### config.mk
export PLATFORM = sky130hd
export DESIGN_NAME = splitmix_random_draw_unit
export DESIGN_NICKNAME = d
export VERILOG_FILES = /design/src/srd_pkg.sv /design/src/srd_datapath.sv /design/src/srd_ctrl.sv /design/src/splitmix_random_draw_unit.sv
export VERILOG_INCLUDE_DIRS = /design/src /design/src/src
export SDC_FILE = /design/constraint.sdc
export NUM_CORES = 2
export LEC_CHECK = 0
export ABC_CLOCK_PERIOD_IN_PS = 10900
export BUFFER_PORTS_ARGS = -buffer_cell sky130_fd_sc_hd__buf_2
export CAP_MARGIN = 30
export CORE_MARGIN = 2
export CORE_UTILIZATION = 25
export DETAILED_ROUTE_END_ITERATION = 12
export GPL_TIMING_DRIVEN = 1
export PLACE_DENSITY = 0.44
export SLEW_MARGIN = 10
export SYNTH_ARGS = -nofsm -noshare
export SYNTH_HDL_FRONTEND = slang
export SYNTH_SLANG_ARGS = --single-unit
### constraint.sdc
create_clock -name clk_i -period 10.9 [get_ports clk_i]
set_clock_uncertainty 0.2 [all_clocks]
set_input_delay 0.545 -clock clk_i [delete_from_list [all_inputs] [get_ports clk_i]]
set_output_delay 0.545 -clock clk_i [all_outputs]
set_load 0.05 [all_outputs]
### src/splitmix_random_draw_unit_macros.svh
// Assertion macros for the draw unit.
`ifndef SPLITMIX_RANDOM_DRAW_UNIT_MACROS_SVH
`define SPLITMIX_RANDOM_DRAW_UNIT_MACROS_SVH
`ifndef SYNTHESIS
`define SRD_ASSERT_IMPL(label, clk, rstn, ante, cons) \
  label: assert property (@(posedge clk) disable iff (!rstn) (ante) |-> (cons)) \
    else $error("assertion failed");
`define SRD_ASSERT_NEXT(label, clk, rstn, ante, cons) \
  label: assert property (@(posedge clk) disable iff (!rstn) (ante) |=> (cons)) \
    else $error("assertion failed");
`else
`define SRD_ASSERT_IMPL(label, clk, rstn, ante, cons)
`define SRD_ASSERT_NEXT(label, clk, rstn, ante, cons)
`endif
`endif

### src/srd_pkg.sv
package srd_pkg;

  localparam logic [63:0] GoldenStep = 64'h9e3779b97f4a7c15;
  localparam logic [63:0] MixMulA    = 64'hbf58476d1ce4e5b9;
  localparam logic [63:0] MixMulB    = 64'h94d049bb133111eb;
  localparam logic [63:0] TestScale  = 64'd1000;

  localparam logic [2:0] ModeRaw     = 3'd0;
  localparam logic [2:0] ModeBelow   = 3'd1;
  localparam logic [2:0] ModeRange   = 3'd2;
  localparam logic [2:0] ModePercent = 3'd3;
  localparam logic [2:0] ModeMille   = 3'd4;
  localparam logic [2:0] ModeSet     = 3'd5;
  localparam logic [2:0] ModeSeed    = 3'd6;

  typedef struct packed {
    logic [2:0]  mode;
    logic [63:0] bound;
    logic signed [31:0] range_low;
    logic signed [31:0] range_high;
    logic [9:0]  chance;
    logic [63:0] seed_value;
    logic [63:0] tick;
    logic [63:0] stream_id;
  } srd_in_t;

  typedef struct packed {
    logic [31:0] result_word;
    logic        hit;
    logic [63:0] state_out;
  } srd_out_t;

  // Datapath operations issued by the controller.
  typedef enum logic [3:0] {
    OP_NONE,
    OP_LATCH,     // capture input item
    OP_ADVANCE,   // state += step, x = state
    OP_STEP_VAL,  // x = value + step
    OP_PRE_A,     // mc = x ^ x>>30, clear product
    OP_MUL_A,     // x = x * A (partial product step)
    OP_PRE_B,     // mc = x ^ x>>27, clear product
    OP_MUL_B,
    OP_POST,      // x = x ^ x>>31
    OP_DIV_INIT,
    OP_DIV_STEP,
    OP_ACC_SEED,  // acc ^= x
    OP_LOAD_ST,   // state = value (golden if zero)
    OP_FINISH
  } srd_op_e;

  typedef struct packed {
    srd_op_e     op;
    logic [1:0]  sel;   // operand select for OP_STEP_VAL and OP_LOAD_ST
  } srd_cmd_t;

  typedef struct packed {
    logic       mul_done;
    logic       div_done;
    logic [2:0] mode;
    logic       skip;   // zero bound or empty range
  } srd_status_t;

endpackage

### src/srd_datapath.sv
module srd_datapath
  import srd_pkg::*;
(
  input  logic        clk_i,
  input  logic        rst_ni,
  input  srd_cmd_t    cmd_i,
  input  srd_in_t     item_i,
  output srd_status_t stat_o,
  output srd_out_t    res_o
);

  srd_in_t     it_q;
  logic [63:0] state_q, state_d;
  logic [63:0] x_q, x_d;
  logic [63:0] acc_q, acc_d;
  logic [63:0] mc_q, mc_d;     // multiplicand shifted
  logic [63:0] prod_q, prod_d;
  logic [1:0]  mcnt_q, mcnt_d;
  logic        mmode_q, mmode_d;
  logic [63:0] dvsr_q, dvsr_d;
  logic [63:0] rem_q, rem_d;
  logic [31:0] quo_q, quo_d;   // dividend bits still to shift in
  logic [5:0]  dcnt_q, dcnt_d;

  logic signed [32:0] span;
  logic [64:0] rem_sh, rem_sub;
  logic [15:0] mul_slice;
  logic [63:0] mul_const;
  logic signed [15:0] thr;
  logic [31:0] word;
  logic [63:0] step_src;

  assign span = 33'(it_q.range_high) - 33'(it_q.range_low);
  assign mul_const = mmode_q ? MixMulB : MixMulA;
  assign mul_slice = mul_const[16*mcnt_q +: 16];
  assign rem_sh  = {rem_q, quo_q[31]};
  assign rem_sub = rem_sh - {1'b0, dvsr_q};
  // threshold can go well below zero; 16 bits hold the full span
  assign thr = (it_q.mode == ModePercent)
             ? 16'sd1000 - $signed(16'd10 * 16'(it_q.chance))
             : 16'sd1000 - $signed(16'(it_q.chance));

  always_comb begin
    case (cmd_i.sel)
      2'd0:    step_src = it_q.tick;
      2'd1:    step_src = it_q.stream_id;
      2'd2:    step_src = it_q.seed_value ^ acc_q;
      default: step_src = x_q;
    endcase
  end

  always_comb begin
    state_d = state_q; x_d = x_q; acc_d = acc_q; mc_d = mc_q; prod_d = prod_q;
    mcnt_d = mcnt_q; mmode_d = mmode_q; dvsr_d = dvsr_q; rem_d = rem_q;
    quo_d = quo_q; dcnt_d = dcnt_q;
    case (cmd_i.op)
      OP_LATCH:    acc_d = '0;
      OP_ADVANCE: begin
        state_d = state_q + GoldenStep;
        x_d = state_q + GoldenStep;
      end
      OP_STEP_VAL: x_d = step_src + GoldenStep;
      OP_PRE_A: begin
        mc_d = x_q ^ (x_q >> 30); prod_d = '0; mcnt_d = '0; mmode_d = 1'b0;
      end
      OP_PRE_B: begin
        mc_d = x_q ^ (x_q >> 27); prod_d = '0; mcnt_d = '0; mmode_d = 1'b1;
      end
      OP_MUL_A, OP_MUL_B: begin
        // 64x16 partial product a cycle
        prod_d = prod_q + (mc_q * {48'd0, mul_slice});
        mc_d = mc_q << 16;
        mcnt_d = mcnt_q + 2'd1;
        if (mcnt_q == 2'd3) x_d = prod_q + (mc_q * {48'd0, mul_slice});
      end
      OP_POST:     x_d = x_q ^ (x_q >> 31);
      OP_DIV_INIT: begin
        rem_d = '0; quo_d = x_q[63:32]; dcnt_d = '0;
        case (it_q.mode)
          ModeBelow: dvsr_d = it_q.bound;
          ModeRange: dvsr_d = {31'd0, span};
          default:   dvsr_d = TestScale;
        endcase
      end
      OP_DIV_STEP: begin
        rem_d = rem_sub[64] ? rem_sh[63:0] : rem_sub[63:0];
        quo_d = quo_q << 1;
        dcnt_d = dcnt_q + 6'd1;
      end
      OP_ACC_SEED: acc_d = acc_q ^ x_q;
      OP_LOAD_ST:  state_d = (step_src == '0) ? GoldenStep : step_src;
      default: ;
    endcase
  end

  always_ff @(posedge clk_i or negedge rst_ni) begin
    if (!rst_ni) begin
      state_q <= GoldenStep;
      mcnt_q  <= '0;
      dcnt_q  <= '0;
      mmode_q <= 1'b0;
    end else begin
      state_q <= state_d;
      mcnt_q  <= mcnt_d;
      dcnt_q  <= dcnt_d;
      mmode_q <= mmode_d;
    end
  end

  always_ff @(posedge clk_i) begin
    if (cmd_i.op == OP_LATCH) it_q <= item_i;
    x_q <= x_d; acc_q <= acc_d; mc_q <= mc_d; prod_q <= prod_d;
    dvsr_q <= dvsr_d; rem_q <= rem_d; quo_q <= quo_d;
  end

  always_comb begin
    word = '0;
    res_o.hit = 1'b0;
    case (it_q.mode)
      ModeRaw:   word = x_q[63:32];
      ModeBelow: word = (it_q.bound == '0) ? '0 : rem_q[31:0];
      ModeRange: word = (span <= 0) ? it_q.range_low
                                    : 32'(it_q.range_low) + rem_q[31:0];
      ModePercent, ModeMille: res_o.hit = $signed({6'd0, rem_q[9:0]}) >= thr;
      default: ;
    endcase
    res_o.result_word = word;
    res_o.state_out = state_q;
  end

  assign stat_o.mul_done = (mcnt_q == 2'd3);
  assign stat_o.div_done = (dcnt_q == 6'd31);
  assign stat_o.mode = it_q.mode;
  assign stat_o.skip = ((it_q.mode == ModeBelow) && (it_q.bound == '0)) ||
                       ((it_q.mode == ModeRange) && (span <= 0));

endmodule

### src/srd_ctrl.sv
module srd_ctrl
  import srd_pkg::*;
(
  input  logic        clk_i,
  input  logic        rst_ni,
  input  logic        in_valid_i,
  output logic        in_ready_o,
  output logic        out_valid_o,
  input  logic        out_ready_i,
  input  srd_status_t stat_i,
  output srd_cmd_t    cmd_o
);

  typedef enum logic [3:0] {
    S_IDLE, S_DECODE, S_ADV, S_PRE_A, S_MUL_A, S_PRE_B, S_MUL_B, S_POST,
    S_DIV_INIT, S_DIV, S_SEED_DONE, S_SEED_LOAD, S_OUT
  } state_e;

  state_e st_q;
  logic [1:0] phase_q;   // seeding mix index: tick, stream, final
  logic       out_q;

  assign in_ready_o  = (st_q == S_IDLE);
  assign out_valid_o = out_q;

  always_comb begin
    cmd_o.op = OP_NONE;
    cmd_o.sel = 2'd3;
    case (st_q)
      S_IDLE:   if (in_valid_i) cmd_o.op = OP_LATCH;
      S_DECODE: begin
        if (stat_i.mode == ModeSet) begin
          cmd_o.op = OP_LOAD_ST; cmd_o.sel = 2'd2;
        end else if (stat_i.mode == ModeSeed) begin
          cmd_o.op = OP_STEP_VAL; cmd_o.sel = 2'd0;
        end
      end
      S_ADV:      cmd_o.op = OP_ADVANCE;
      S_PRE_A:    cmd_o.op = OP_PRE_A;
      S_MUL_A:    cmd_o.op = OP_MUL_A;
      S_PRE_B:    cmd_o.op = OP_PRE_B;
      S_MUL_B:    cmd_o.op = OP_MUL_B;
      S_POST:     cmd_o.op = OP_POST;
      S_DIV_INIT: cmd_o.op = OP_DIV_INIT;
      S_DIV:      cmd_o.op = OP_DIV_STEP;
      S_SEED_DONE: begin
        if (phase_q == 2'd2) begin
          cmd_o.op = OP_LOAD_ST;
        end else begin
          cmd_o.op = OP_ACC_SEED;
        end
      end
      // load stream, then seed xor both mixes, as the next mix operand
      S_SEED_LOAD: begin
        cmd_o.op = OP_STEP_VAL; cmd_o.sel = phase_q;
      end
      default: ;
    endcase
  end

  always_ff @(posedge clk_i or negedge rst_ni) begin
    if (!rst_ni) begin
      st_q <= S_IDLE;
      phase_q <= '0;
      out_q <= 1'b0;
    end else begin
      case (st_q)
        S_IDLE: if (in_valid_i) st_q <= S_DECODE;
        S_DECODE: begin
          phase_q <= '0;
          if (stat_i.mode == ModeSeed) st_q <= S_PRE_A;
          else if (stat_i.mode > ModeSeed || stat_i.mode == ModeSet || stat_i.skip) begin
            st_q <= S_OUT; out_q <= 1'b1;
          end else st_q <= S_ADV;
        end
        S_ADV:   st_q <= S_PRE_A;
        S_PRE_A: st_q <= S_MUL_A;
        S_MUL_A: if (stat_i.mul_done) st_q <= S_PRE_B;
        S_PRE_B: st_q <= S_MUL_B;
        S_MUL_B: if (stat_i.mul_done) st_q <= S_POST;
        S_POST: begin
          if (stat_i.mode == ModeSeed) st_q <= S_SEED_DONE;
          else if (stat_i.mode == ModeRaw) begin
            st_q <= S_OUT; out_q <= 1'b1;
          end else st_q <= S_DIV_INIT;
        end
        S_DIV_INIT: st_q <= S_DIV;
        S_DIV: if (stat_i.div_done) begin
          st_q <= S_OUT; out_q <= 1'b1;
        end
        S_SEED_DONE: begin
          // tick mixed, then stream, then final mix loads state
          phase_q <= phase_q + 2'd1;
          if (phase_q == 2'd2) begin
            st_q <= S_OUT; out_q <= 1'b1;
          end else st_q <= S_SEED_LOAD;
        end
        S_SEED_LOAD: st_q <= S_PRE_A;
        S_OUT: if (out_ready_i) begin
          st_q <= S_IDLE; out_q <= 1'b0;
        end
        default: st_q <= S_IDLE;
      endcase
    end
  end

endmodule

### src/splitmix_random_draw_unit.sv
// SplitMix64 draw unit. One word at a time: in_ready_o is high only while the
// unit is idle, and the result word stays on out_data_o until taken. A raw draw
// runs two 64x64 multiplies, each as four 64x16 partial product steps; bounded,
// range, percent and mille draws add a restoring modulo (setup plus 32 steps);
// set state, zero bound, empty range and the unused mode skip the mix and go
// straight to out_valid_o; deterministic seed runs three full mixes. in_ready_o
// rises again as soon as a taken result returns the unit to idle.
`include "splitmix_random_draw_unit_macros.svh"
module splitmix_random_draw_unit
  import srd_pkg::*;
(
  input  logic     clk_i,
  input  logic     rst_ni,
  input  logic     in_valid_i,
  output logic     in_ready_o,
  input  srd_in_t  in_data_i,
  output logic     out_valid_o,
  input  logic     out_ready_i,
  output srd_out_t out_data_o
);

  srd_cmd_t    cmd;
  srd_status_t stat;

  srd_ctrl u_ctrl (
    .clk_i, .rst_ni, .in_valid_i, .in_ready_o, .out_valid_o, .out_ready_i,
    .stat_i(stat), .cmd_o(cmd)
  );

  srd_datapath u_dp (
    .clk_i, .rst_ni, .cmd_i(cmd), .item_i(in_data_i), .stat_o(stat),
    .res_o(out_data_o)
  );

  `SRD_ASSERT_IMPL(a_no_overlap, clk_i, rst_ni, out_valid_o, !in_ready_o)
  `SRD_ASSERT_NEXT(a_take_frees, clk_i, rst_ni, out_valid_o && out_ready_i, in_ready_o)
  `SRD_ASSERT_IMPL(a_state_nz_load, clk_i, rst_ni, out_valid_o && (stat.mode == ModeSet),
                   out_data_o.state_out != '0)

endmodule
==> metrics list <==
- The flow ran to the end, and the final reports show no timing, DRC or antenna violations.
- For the final routed database, the setup TNS stands at 0 ps.
- HPWL reported at the end of detailed placement: around 230000 um
- Maximum buffer depth of the clock tree: 3
* Overall track demand over capacity in global routing: roughly a fifth
* Detailed-route wire length: between 300000 and 400000 um
* Average footprint of a synthesized cell: roughly 9.7 um2
- The critical path in this run is classified as reg -> reg.
* Die W: 557 um
- Starting density of the core: roughly 25%
* Number of top-level pins: 436
- Final-layout fill cell count: approximately 32000
* Min-Delay Path Class: in -> reg
- Routed wire length per instance: about 25 um
- Number of standard-cell rows in the floorplan: ~200
- RSZ-0062 raised after global routing: false
- GP Congestion: 0.909
- The synthesized design contains roughly 750 enable-type register cells.
- After global routing the overflow that remains totals 0.
- Final routed DRC violation total: 0
* Remaining antenna violation count after routing: 0
- The number of slew-limit violations in the final report is 0.
- Of the synthesized area, sequential elements account for between 30% and 40%.
- Derived from the worst setup path, the maximum achievable clock frequency is between 100 and 150 MHz.
- The first global-routing pass estimated ~450000 um of wire.
- The clock tree synthesis step divided the H-tree into 3 levels.
- Across the run, the number of max-cap violations was 0.
* Core ar.: approximately 300000 um2
* Syn nets: 9337
- Setup-failing EPs final: 0
- PostCTS Resize Cnt: 0
* Max_slew headroom: approximately a quarter
- The worst setup path is launched from a flop.
- Initial detailed-routing violation count: 5713
- Counting every instance in the synthesized netlist gives around 7900.
* Maximum fanout count along the critical path: 16
- Part of the cycle the worst path needs: approximately nine tenths
- Worst endpoint required time: 11160 ps
* Data arrival, critical path: ~10000 ps
* Layout cell share with drive strength beyond 1: 11.2%
* Total iterations of the first detailed-routing run: 6
- The area growth from synthesis to layout is 18.6%.
- Leading register cell type out of synthesis: sky130_fd_sc_hd__edfxtp_1
- The initial antenna violation count is 24.
- Summed over all instances, the cell type with the most area after synthesis is sky130_fd_sc_hd__edfxtp_1.
- Worst slew pin tran: 1070 ps
- Top-area cell type share of the netlist area: between 20 and 30%
* Seq cells post-synth: between 800 and 900
- TritonCTS built the clock tree.
* Port bufs: between 400 and 500
- In the layout the commonest cells are 1193 x sky130_fd_sc_hd__nand2_1, 1148 x sky130_fd_sc_hd__inv_1, 818 x sky130_fd_sc_hd__fa_1, 749 x sky130_fd_sc_hd__edfxtp_1, 435 x sky130_fd_sc_hd__buf_2.
- Clock tree synthesis found a total of ~830 sinks.
- Summing over every cut layer, the via total after detailed routing is 61839.
- Die height: 557 um
* Cell area after synthesis: ~76000 um2
- Min Clock Period, post-route: roughly 10000 ps
* Leading cell type in the layout, fill and taps excluded: sky130_fd_sc_hd__nand2_1
* Distinct cells, synth: between 100 and 150
- The net count of the finished layout is 9959.
- Area enclosed by the die boundary: 310000 um2
- The final number of hold-violating endpoints was 0.
- Via count of the first global-routing pass: ~64000
- Inserted Clock Buffers: 99
* Clock latency at the later pin of the worst-skew pair: roughly 770 ps
- Pin count of the biggest net entering global routing: roughly 130
- The worst setup path is captured at a flop.
- Yosys warns: 0
* Clock root buffer: sky130_fd_sc_hd__clkbuf_16
- After clock tree synthesis, the clock-pin slew on the worst setup and hold paths is 70 ps.
* Dominant cells by area after synthesis: sky130_fd_sc_hd__edfxtp_1 29%, sky130_fd_sc_hd__fa_1 21%, sky130_fd_sc_hd__nand2_1 5.9%
* Share of synthesized flip-flops with an asynchronous set or reset: 9.65%
- Dividing the detail-routed via count by the number of cells gives around 4.9.
[worst paths after layout]
check / from / end / slack, ps / depth (start not counted)
worst min register to register: u_ctrl.st_q[2]$_DFFE_PN0P_ / u_ctrl.st_q[3]$_DFFE_PN0P_ / 290 / 1
min in group asynchronous: rst_ni / u_dp.state_q[3]$_DFFE_PN0P_ / 230 / 2
max in group asynchronous: rst_ni / u_dp.state_q[51]$_DFFE_PN0P_ / 8790 / 3
worst max register to register: u_dp.mcnt_q[1]$_DFFE_PN0P_ / u_dp.x_q[48]$_DFFE_PP_ / 1090 / 23
worst max-delay path: u_dp.mcnt_q[1]$_DFFE_PN0P_ / u_dp.x_q[48]$_DFFE_PP_ / 1090 / 23
worst min-delay path: out_ready_i / u_ctrl.st_q[2]$_DFFE_PN0P_ / 130 / 4
[cell type report]
class	instances	area (um2)	share of cell area [%]
multi-input combinational	5497	46000	50.8
sequential	829	24500	27.1
timing repair buffer	960	7300	8.06
tap	3978	4980	5.50
inverter	1149	4310	4.76
clock buffer	104	2530	2.79
clock inverter	81	850	0.938
antenna	8	20.0	0.0221
[metal layers]
| metal | GRT usage, % | up-vias | share of wire [%] |
|---|---|---|---|
| li1 | - | 27432 | - |
| met1 | 25.9 | 31579 | 43 |
| met2 | 31.9 | 2326 | 46 |
| met3 | 3.10 | 494 | 6.5 |
| met4 | 8.83 | 8 | 5.1 |
| met5 | 0 | - | 0.014 |
[cells in the mapped netlist, drive strengths merged, types with 133 or more instances]
| master | number |
|---|---|
| ha | 268 |
| a21o | 133 |
| and2 | 316 |
| nand2 | 1197 |
| a21oi | 388 |
| o21ai | 243 |
| clkbuf | 342 |
| xnor2 | 320 |
| inv | 1148 |
| xor2 | 193 |
| nor2 | 384 |
| fa | 818 |
| edfxtp | 749 |
[logic make-up (layout without fill, tap and decap cells)]
kind of cell	count (synthesis)	after routing	synth area share [%]
adders and majority gates	1086	1086	25.8
other	0	8	0
buffers and inverters	1588	2294	7.98
xor gates and xnor gates	513	513	5.90
muxes	75	75	1.32
AOI/OAI and AO/OA	1388	1388	12.2
DFF	829	829	32.1
and+or+nand+nor	2435	2435	14.6
[metrics by stage]
| step | util (%) | instances | hold slack, ps | area [um2] | worst slack (ps) |
|---|---|---|---|---|---|
| after floorplan | - | 7914 | 49.4 | 76400 | 1710 |
| after global placement | 27.5 | 12055 | 271 | 83300 | 1250 |
| after detailed placement | 27.6 | 12074 | 280 | 83700 | 1150 |
| after CTS | 29.8 | 12593 | 73.8 | 90400 | 1080 |
| after global routing | 29.9 | 12604 | 168 | 90600 | 559 |
| final | 29.9 | 12606 | 132 | 90600 | 1090 |
[state kept, by name, indices dropped and copies added, names as in the netlist]
| signal | flops |
|---|---|
| u_ctrl.out_valid_o | 1 |
| u_dp.state_q | 64 |
| u_dp.stat_o | 3 |
| u_dp.dvsr_q | 64 |
| u_dp.x_q | 64 |
| u_dp.mmode_q | 1 |
| u_dp.rem_q | 64 |
| u_dp.mcnt_q | 2 |
| u_dp.quo_q | 32 |
| u_dp.prod_q | 64 |
| u_ctrl.phase_q | 2 |
| u_dp.mc_q | 64 |
| u_dp.dcnt_q | 6 |
| u_dp.it_q | 330 |
| u_ctrl.st_q | 4 |
| u_dp.acc_q | 64 |
[worst max-delay path, stage by stage (launching register included)]
cell and delay (ps):
sky130_fd_sc_hd__dfrtp_1 920, sky130_fd_sc_hd__inv_1 400, sky130_fd_sc_hd__nand2_1 230, sky130_fd_sc_hd__nand2_2 300, sky130_fd_sc_hd__nand2_1 200, sky130_fd_sc_hd__fa_1 460
sky130_fd_sc_hd__fa_1 580, sky130_fd_sc_hd__fa_1 450, sky130_fd_sc_hd__fa_1 550, sky130_fd_sc_hd__inv_1 50, sky130_fd_sc_hd__fa_1 520, sky130_fd_sc_hd__fa_1 430
sky130_fd_sc_hd__ha_1 320, sky130_fd_sc_hd__a2111oi_0 820, sky130_fd_sc_hd__a2111oi_0 360, sky130_fd_sc_hd__or2_2 410, sky130_fd_sc_hd__a21o_1 250, sky130_fd_sc_hd__a311oi_1 650
sky130_fd_sc_hd__o2111ai_1 220, sky130_fd_sc_hd__o211ai_1 260, sky130_fd_sc_hd__o211ai_1 330, sky130_fd_sc_hd__o21ai_0 290, sky130_fd_sc_hd__xor2_1 200, sky130_fd_sc_hd__o21ai_0 100
[repair_timing]
action	CTS	global route
hold buffers	334	0
endpoints found under the hold margin	362	0
setup buffers	0	0
Power is not shown: default switching activity piles up to over one toggle a cycle in this logic, so the estimate is an artifact.
